==> src/hw/rtl/thread_scheduler_with_mutexes_top_macros.svh <==
// Assertion macros for the scheduler RTL (used by tsm_core).
// Each expects clk and arst_n in the scope where it is used.
`ifndef THREAD_SCHEDULER_WITH_MUTEXES_TOP_MACROS_SVH
`define THREAD_SCHEDULER_WITH_MUTEXES_TOP_MACROS_SVH

// Same-cycle implication.
`define TSM_ASSERT_IMP(lbl, ante, cons, msg) \
	lbl: assert property (@(posedge clk) disable iff (!arst_n) (ante) |-> (cons)) else $error(msg);

// Next-cycle implication.
`define TSM_ASSERT_NEXT(lbl, ante, cons, msg) \
	lbl: assert property (@(posedge clk) disable iff (!arst_n) (ante) |=> (cons)) else $error(msg);

`endif

==> src/hw/rtl/tsm_pkg.sv <==
package tsm_pkg;

	localparam int THREAD_SLOTS = 4;
	localparam int MUTEX_COUNT  = 4;
	localparam int ID_COUNT     = THREAD_SLOTS + 1;
	// the width leaves a code past the initial context; the all-ones code is kept for "none"
	localparam int ID_W         = $clog2(THREAD_SLOTS + 2);
	localparam int IDX_W        = $clog2(ID_COUNT);
	localparam logic [ID_W-1:0] NIL_ID  = '1;
	localparam logic [ID_W-1:0] INIT_ID = ID_W'(THREAD_SLOTS);

	// fixed field widths
	localparam int OP_W     = 3;
	localparam int MUTEX_W  = 2;
	localparam int RUN_W    = 3;
	localparam int SPAWN_W  = 2;
	localparam int STATUS_W = 2;

	localparam logic [OP_W-1:0] OP_SPAWN  = 3'd0;
	localparam logic [OP_W-1:0] OP_YIELD  = 3'd1;
	localparam logic [OP_W-1:0] OP_LOCK   = 3'd2;
	localparam logic [OP_W-1:0] OP_UNLOCK = 3'd3;
	localparam logic [OP_W-1:0] OP_EXIT   = 3'd4;

	localparam logic [STATUS_W-1:0] ST_OK        = 2'd0;
	localparam logic [STATUS_W-1:0] ST_NO_FREE   = 2'd1;
	localparam logic [STATUS_W-1:0] ST_NO_READY  = 2'd2;
	localparam logic [STATUS_W-1:0] ST_INIT_EXIT = 2'd3;

	typedef struct packed {
		logic               valid;
		logic [OP_W-1:0]    op;
		logic [MUTEX_W-1:0] mutex;
	} req_t;

	typedef struct packed {
		logic                switched;
		logic [STATUS_W-1:0] status;
		logic [SPAWN_W-1:0]  spawned;
		logic [RUN_W-1:0]    running;
	} res_t;

endpackage

==> src/hw/rtl/tsm_core.sv <==
`include "thread_scheduler_with_mutexes_top_macros.svh"

module tsm_core (
	input  logic          clk,
	input  logic          arst_n,
	input  tsm_pkg::req_t req,
	output tsm_pkg::res_t res
);
	import tsm_pkg::*;

	logic [ID_W-1:0] running_q, run_d;
	logic [ID_W-1:0] link_q [ID_COUNT];
	logic [ID_W-1:0] link_d [ID_COUNT];
	logic [ID_W-1:0] free_head_q, free_tail_q, fh_d, ft_d;
	logic [ID_W-1:0] ready_head_q, ready_tail_q, rh_d, rt_d;
	logic [ID_W-1:0] wait_head_q [MUTEX_COUNT];
	logic [ID_W-1:0] wait_tail_q [MUTEX_COUNT];
	logic [ID_W-1:0] wh_d [MUTEX_COUNT];
	logic [ID_W-1:0] wt_d [MUTEX_COUNT];
	logic [MUTEX_COUNT-1:0] held_q, held_d;

	logic [ID_W-1:0] pop_id, pop_nxt;
	logic            mutex_ok;
	logic [STATUS_W-1:0] status;
	logic [SPAWN_W-1:0]  spawned;

	assign mutex_ok = (32'(req.mutex) < MUTEX_COUNT);

	// one queue is popped per operation: pick its head and read its link
	always_comb begin
		case (req.op)
			OP_SPAWN:  pop_id = free_head_q;
			OP_UNLOCK: pop_id = mutex_ok ? wait_head_q[req.mutex] : NIL_ID;
			default:   pop_id = ready_head_q;
		endcase
		pop_nxt = (32'(pop_id) < ID_COUNT) ? link_q[pop_id[IDX_W-1:0]] : NIL_ID;
	end

	always_comb begin
		run_d   = running_q;
		link_d  = link_q;
		fh_d    = free_head_q;
		ft_d    = free_tail_q;
		rh_d    = ready_head_q;
		rt_d    = ready_tail_q;
		wh_d    = wait_head_q;
		wt_d    = wait_tail_q;
		held_d  = held_q;
		status  = ST_OK;
		spawned = '0;
		if (req.valid) begin
			case (req.op)
				OP_SPAWN: begin
					if (free_head_q == NIL_ID) begin
						status = ST_NO_FREE;
					end else begin
						fh_d = pop_nxt;
						if (pop_nxt == NIL_ID) ft_d = NIL_ID;
						link_d[free_head_q[IDX_W-1:0]] = NIL_ID;
						link_d[running_q[IDX_W-1:0]] = NIL_ID;
						if (ready_head_q == NIL_ID) rh_d = running_q;
						else link_d[ready_tail_q[IDX_W-1:0]] = running_q;
						rt_d    = running_q;
						run_d   = free_head_q;
						spawned = SPAWN_W'(free_head_q);
					end
				end
				OP_YIELD: begin
					// empty ready queue: push then pop returns the same thread
					if (ready_head_q != NIL_ID) begin
						link_d[ready_tail_q[IDX_W-1:0]] = running_q;
						link_d[running_q[IDX_W-1:0]] = NIL_ID;
						link_d[ready_head_q[IDX_W-1:0]] = NIL_ID;
						rh_d  = (ready_head_q == ready_tail_q) ? running_q : pop_nxt;
						rt_d  = running_q;
						run_d = ready_head_q;
					end
				end
				OP_LOCK: begin
					if (mutex_ok) begin
						if (!held_q[req.mutex]) begin
							held_d[req.mutex] = 1'b1;
						end else if (ready_head_q == NIL_ID) begin
							status = ST_NO_READY;
						end else begin
							link_d[running_q[IDX_W-1:0]] = NIL_ID;
							if (wait_head_q[req.mutex] == NIL_ID) begin
								wh_d[req.mutex] = running_q;
							end else begin
								link_d[wait_tail_q[req.mutex][IDX_W-1:0]] = running_q;
							end
							wt_d[req.mutex] = running_q;
							rh_d = pop_nxt;
							if (pop_nxt == NIL_ID) rt_d = NIL_ID;
							link_d[ready_head_q[IDX_W-1:0]] = NIL_ID;
							run_d = ready_head_q;
						end
					end
				end
				OP_UNLOCK: begin
					if (mutex_ok) begin
						if (wait_head_q[req.mutex] != NIL_ID) begin
							// hand over: mutex stays held
							link_d[running_q[IDX_W-1:0]] = NIL_ID;
							if (ready_head_q == NIL_ID) rh_d = running_q;
							else link_d[ready_tail_q[IDX_W-1:0]] = running_q;
							rt_d = running_q;
							wh_d[req.mutex] = pop_nxt;
							if (pop_nxt == NIL_ID) wt_d[req.mutex] = NIL_ID;
							link_d[wait_head_q[req.mutex][IDX_W-1:0]] = NIL_ID;
							run_d = wait_head_q[req.mutex];
						end else begin
							held_d[req.mutex] = 1'b0;
						end
					end
				end
				OP_EXIT: begin
					if (running_q == INIT_ID) begin
						status = ST_INIT_EXIT;
					end else if (ready_head_q == NIL_ID) begin
						status = ST_NO_READY;
					end else begin
						link_d[running_q[IDX_W-1:0]] = NIL_ID;
						if (free_head_q == NIL_ID) fh_d = running_q;
						else link_d[free_tail_q[IDX_W-1:0]] = running_q;
						ft_d = running_q;
						rh_d = pop_nxt;
						if (pop_nxt == NIL_ID) rt_d = NIL_ID;
						link_d[ready_head_q[IDX_W-1:0]] = NIL_ID;
						run_d = ready_head_q;
					end
				end
				default: begin
				end
			endcase
		end
	end

	assign res.running  = RUN_W'(run_d);
	assign res.spawned  = spawned;
	assign res.status   = status;
	assign res.switched = (run_d != running_q);

	always_ff @(posedge clk or negedge arst_n) begin
		if (!arst_n) begin
			running_q    <= INIT_ID;
			free_head_q  <= '0;
			free_tail_q  <= ID_W'(THREAD_SLOTS - 1);
			ready_head_q <= NIL_ID;
			ready_tail_q <= NIL_ID;
			held_q       <= '0;
			for (int i = 0; i < ID_COUNT; i++) begin
				link_q[i] <= (i + 1 < THREAD_SLOTS) ? ID_W'(i + 1) : NIL_ID;
			end
			for (int j = 0; j < MUTEX_COUNT; j++) begin
				wait_head_q[j] <= NIL_ID;
				wait_tail_q[j] <= NIL_ID;
			end
		end else if (req.valid) begin
			running_q    <= run_d;
			link_q       <= link_d;
			free_head_q  <= fh_d;
			free_tail_q  <= ft_d;
			ready_head_q <= rh_d;
			ready_tail_q <= rt_d;
			wait_head_q  <= wh_d;
			wait_tail_q  <= wt_d;
			held_q       <= held_d;
		end
	end

	`TSM_ASSERT_IMP(a_running_in_range, 1'b1, running_q <= INIT_ID, "running id out of range")
	`TSM_ASSERT_IMP(a_ready_ends_agree, 1'b1, (ready_head_q == NIL_ID) == (ready_tail_q == NIL_ID), "ready queue head and tail disagree")
	`TSM_ASSERT_IMP(a_free_ends_agree, 1'b1, (free_head_q == NIL_ID) == (free_tail_q == NIL_ID), "free pool head and tail disagree")
	`TSM_ASSERT_NEXT(a_error_no_change, req.valid && status != ST_OK, $stable(running_q) && $stable(free_head_q) && $stable(ready_head_q), "failed operation changed state")
	`TSM_ASSERT_IMP(a_spawn_only, req.valid && spawned != '0, req.op == OP_SPAWN && status == ST_OK, "spawned slot reported outside spawn")

endmodule

==> src/hw/rtl/thread_scheduler_with_mutexes_top.sv <==
// Channel  Direction  tdata (low bit up)                                   tuser/tlast
// s_*      in         operation[2:0] mutex_index[4:3] zero[7:5]            none
// m_*      out        running_thread[2:0] spawned_thread[4:3] status[6:5]  none
//                     switched[7]
//
// An operation is registered on transfer and resolved into the result register when the
// output can advance; a new operation is taken every cycle while the output is not stalled.
// The single-pass queue update (one pop read of the shared link table) sets this rate.
// arst_n clears the queues to the reset layout: all slots free, initial context running.
// A stalled result holds in the output register; one operation more waits in the
// input register, then s_tready drops.
module thread_scheduler_with_mutexes_top (
	input  logic       clk,
	input  logic       arst_n,
	input  logic       s_tvalid,
	output logic       s_tready,
	input  logic [7:0] s_tdata,   // operation[2:0], mutex_index[4:3], zero
	output logic       m_tvalid,
	input  logic       m_tready,
	output logic [7:0] m_tdata    // running_thread[2:0], spawned_thread[4:3], status[6:5], switched[7]
);
	import tsm_pkg::*;

	logic               req_valid_s1;
	logic [OP_W-1:0]    op_s1;
	logic [MUTEX_W-1:0] mutex_s1;
	logic               res_valid_s2;
	res_t               res_s2;
	res_t               res;
	req_t               req;
	logic               advance;

	assign advance  = !res_valid_s2 || m_tready;
	assign s_tready = !req_valid_s1 || advance;

	assign req.valid = req_valid_s1 && advance;
	assign req.op    = op_s1;
	assign req.mutex = mutex_s1;

	tsm_core u_core (
		.clk    (clk),
		.arst_n (arst_n),
		.req    (req),
		.res    (res)
	);

	always_ff @(posedge clk or negedge arst_n) begin
		if (!arst_n) begin
			req_valid_s1 <= 1'b0;
			res_valid_s2 <= 1'b0;
		end else begin
			if (s_tready) req_valid_s1 <= s_tvalid;
			if (advance) res_valid_s2 <= req_valid_s1;
		end
	end

	// payload: load on transfer, hold otherwise
	always_ff @(posedge clk) begin
		if (s_tvalid && s_tready) begin
			op_s1    <= s_tdata[OP_W-1:0];
			mutex_s1 <= s_tdata[OP_W+MUTEX_W-1:OP_W];
		end
		if (req.valid) res_s2 <= res;
	end

	assign m_tvalid = res_valid_s2;
	assign m_tdata  = {res_s2.switched, res_s2.status, res_s2.spawned, res_s2.running};

endmodule

==> config.mk <==
export PLATFORM = sky130hd
export DESIGN_NAME = thread_scheduler_with_mutexes_top
export DESIGN_NICKNAME = d
export VERILOG_FILES = /design/src/hw/rtl/tsm_pkg.sv /design/src/hw/rtl/tsm_core.sv /design/src/hw/rtl/thread_scheduler_with_mutexes_top.sv
export VERILOG_INCLUDE_DIRS = /design/src /design/src/hw/rtl
export SDC_FILE = /design/constraint.sdc
export NUM_CORES = 1
export LEC_CHECK = 0
export BUFFER_PORTS_ARGS = -buffer_cell sky130_fd_sc_hd__buf_4
export CAP_MARGIN = 20
export CORE_AREA = 5 5 82 160
export DETAILED_ROUTE_END_ITERATION = 10
export DIE_AREA = 0 0 87 165
export GPL_TIMING_DRIVEN = 0
export PLACE_DENSITY = 0.68
export SLEW_MARGIN = 15
export SYNTH_ARGS = -nofsm -noshare
export SYNTH_HDL_FRONTEND = slang
export SYNTH_SLANG_ARGS = --single-unit
==> constraint.sdc <==
create_clock -name clk -period 2.65 [get_ports clk]
set_input_delay 0.265 -clock clk [delete_from_list [all_inputs] [get_ports clk]]
set_output_delay 0.265 -clock clk [all_outputs]
set_load 0.01 [all_outputs]
==> metrics <==
outcome=finished, violations left; failing checks=hold timing, setup timing; nets@finish=788; Area growth syn-to-layout=27.8%; Crit Path Class=flip-flop to flip-flop; Design Power=0.00859 W; fin area=7310 um2; Syn Inst Count=718; CTS Root Cell=clkbuf_16; RSZ-0062 raised after global routing=yes; H-tree depth=3; #FFs+latches synth=73; most instantiated library cell after synthesis=nor2_1; Worst Slack Setup Final=-0.256 ns; antenna violations before repair=0; Die X=87 um; first-pass GRT wire length=34700 um; vias=6240; crit end category=flip-flop; part of the cycle the worst path needs=110%; die area=14400 um2; Period minus WS final=2.91 ns; Sw Ratio=46.8%; Required @ worst endpoint=2.93 ns; row cnt=56; dpl hpwl=16300 um; Clock transition at path regs=0.07 ns; footprint of the multi-input gates=4030 um2; vias in the first global route=6213; reg2reg start=op_s1[2]; ys async rst share=82.2%; Reg2Reg Depth=11; Final Routed Wirelength=23400 um; Crit Path Max Fanout=10; Via density=6.74; Sequential Area=1950 um2; TritonCTS buffer count=9; Sequential Power Share=26.3%; area leader, netlist=dfstp_2; port bufs=18; Slew Limit Fails=0; most common library cells after synthesis=nor2_1 (115), o21ai_0 (83), nand2_1 (79); post-synthesis cell area=5720 um2; wire per inst=25.3 um; TritonCTS clock tree=done; DR pass1 iterations=5; Warnings, synthesis=0; NetSw=0.00402 W; syn avg cell area=7.97 um2; Top FF cell, synth=dfstp_2; Core ar.=11700 um2; power share of the clock group=15.3%; crit start category=flip-flop; DRC violations left=0; internal power=0.00457 W; relative slew slack=44.8%; pwr dens=1170 nW/um2; Cell Area, Placed=6080 um2; Worst EP arrival=3.18 ns; number of DRC markers in iteration 0=671; Worst Tran Pin Value=0.828 ns; R2R setup slack=-0.26 ns; Max Cap Violations=0; remaining antenna violation count after routing=0; Max Clock Skew=0.00910 ns; Syn Nets=730; critical-path cell list=buf_6 -> inv_4 -> and3_4 -> or4_4 -> and2_4 -> mux2i_1 -> a221o_1 -> or3b_4 -> buf_6 -> buf_12 -> a21oi_4; share of layout cells above drive strength 1=35.9%; Initial Util=48.9%; most frequent CP cell=buf_6; fin cells=926; top cells by area, synth=dfstp_2 (20%), nor2_1 (7.5%), dfrtp_1 (7.4%); hold slack=-0.0234 ns; crit-path max cell delay=0.50 ns; worst-case clock buffer depth=2; GRT Resource Usage Total=32.7%; Critical R2R Capture=u_core.wait_tail_q[11]; DP Cell Count=881; Hold Path Class=primary input to async pin; Comb power frac=58.3%; Setup-failing EPs final=32; die height=165 um; Cell variety after synth=71; Slowest-stage cell, CP=or4_4; largest net degree at the start of global routing=61; total gr overflow=0; # IOs=22; clock latency on the worst-skew pair=0.35 ns; # fillers=1025; Leakage Power=2.75 nW; VDD IR-drop max=0.000932 V; Seq/Total Area, Yosys=34.0%; hold violation total from the final report=4; Post-synth EDFFs=13; clock sink total=73; GP Congestion=0.981; maximum clock rate=344 MHz; ant diodes=0; Synth top area share=19.7%
## state kept, by name, indices dropped and copies added, names as in the netlist, named ones only
signal	flops
u_core.free_head_q	3
m_tdata	8
u_core.ready_tail_q	3
u_core.ready_head_q	3
u_core.wait_head_q	12
op_s1	3
u_core.wait_tail_q	12
u_core.link_q	15
req_valid_s1	1
u_core.running_q	3
m_tvalid	1
u_core.free_tail_q	3
mutex_s1	2
## cells in the final DEF, fill, tap and decap left out, types with 5 or more instances in the layout
master | synthesis | routed
nor2_1 | 115 | 106
nand2_1 | 79 | 75
a21oi_1 | 76 | 69
o21ai_0 | 83 | 67
buf_4 | 1 | 49
dfstp_2 | 43 | 43
buf_6 | 3 | 16
dfrtp_1 | 17 | 16
nand3_1 | 18 | 14
nand2b_1 | 15 | 13
a31oi_1 | 13 | 13
edfxtp_1 | 13 | 13
clkbuf_1 | 36 | 11
clkbuf_2 | 1 | 11
a21oi_4 | 10 | 11
inv_1 | 11 | 10
mux2i_1 | 12 | 10
mux2_2 | 13 | 9
clkbuf_16 | 0 | 9
a211oi_1 | 10 | 8
mux4_2 | 7 | 7
o21ai_1 | 2 | 7
nor2_4 | 0 | 7
a211o_1 | 7 | 7
o211ai_1 | 7 | 7
o21ai_2 | 0 | 7
and2_1 | 8 | 6
a21oi_2 | 0 | 6
nand3b_1 | 6 | 6
clkbuf_4 | 0 | 5
nor3_1 | 9 | 5
## layout make-up
cell class                      count  area share [%]
Multi-Input combinational cell    581            55.1
Sequential cell                    73            26.6
Timing Repair Buffer               61            7.31
Buffer                             37            3.56
Clock buffer                        9            3.08
Tap cell                          145            2.48
Clock inverter                      7            1.15
Inverter                           13           0.736
## layer usage
metal	global-route usage (%)	wire, um
met3	5.29	1440
met4	22.6	1810
met5	0	0
met1	33.9	7990
met2	58.2	12200
## power by group through the flow
stage / clock [W] / combinational (W) / sequential, W
3_5_place_dp: 0 / 0.00389 / 0.00214
4_1_cts: 0.00134 / 0.00457 / 0.00216
5_1_grt: 0.00137 / 0.00530 / 0.00230
6_report: 0.00132 / 0.00501 / 0.00226
2_1_floorplan: 0 / 0.00289 / 0.00198
3_3_place_gp: 0 / 0.00380 / 0.00211
## cells by family (layout without fill, tap and decap cells)
family                 count (synthesis)  in the layout  share of synthesized area, %
AO/OA/AOI/OAI                        255            255                          29.4
multiplexers                          32             32                          7.41
XOR/XNOR                               3              3                         0.459
AND/OR/NAND/NOR                      291            291                          23.7
flip-flops                            73             73                          34.0
buffers and inverters                 64            127                          5.07
## critical path: cells and delay by family (launching register included)
kind,cells,cell delay [ns]
AOI/OAI and AO/OA,2,0.52
buffers and inverters,4,0.53
DFF,1,0.35
muxes,1,0.12
and+or+nand+nor,4,1.31
## worst max path at each step
| stage | from | endpoint | slack (ns) | depth (start not counted) |
|---|---|---|---|---|
| after floorplan | op_s1[0] | u_core.wait_tail_q[10] | -0.12 | 12 |
| after global placement | u_core.ready_head_q[0] | m_tdata[7] | -0.87 | 9 |
| after detailed placement | u_core.ready_head_q[0] | m_tdata[7] | -0.86 | 9 |
| after CTS | mutex_s1[1] | u_core.wait_tail_q[11] | -0.29 | 11 |
| after global routing | mutex_s1[1] | u_core.wait_tail_q[11] | -0.30 | 11 |
| final | op_s1[2] | u_core.wait_tail_q[11] | -0.26 | 11 |
## per-stage QoR
stage / setup slack [ns] / utilization, % / setup TNS (ns)
after floorplan: -0.116 / - / -1.20
after global placement: -0.868 / 51.9 / -24.53
after detailed placement: -0.862 / 51.9 / -25.88
after CTS: -0.290 / 59.5 / -5.19
after global routing: -0.299 / 62.5 / -7.47
final: -0.256 / 62.5 / -5.56
## repair_timing
item | in CTS | in global routing
pin swaps | 19 | 25
setup buffers | 24 | 18
endpoints found under the setup margin | 55 | 50
gates cloned | 2 | 0
hold buffers | 0 | 0
resized for setup | 115 | 76
Note: power is estimated with default switching activity, not from simulation.
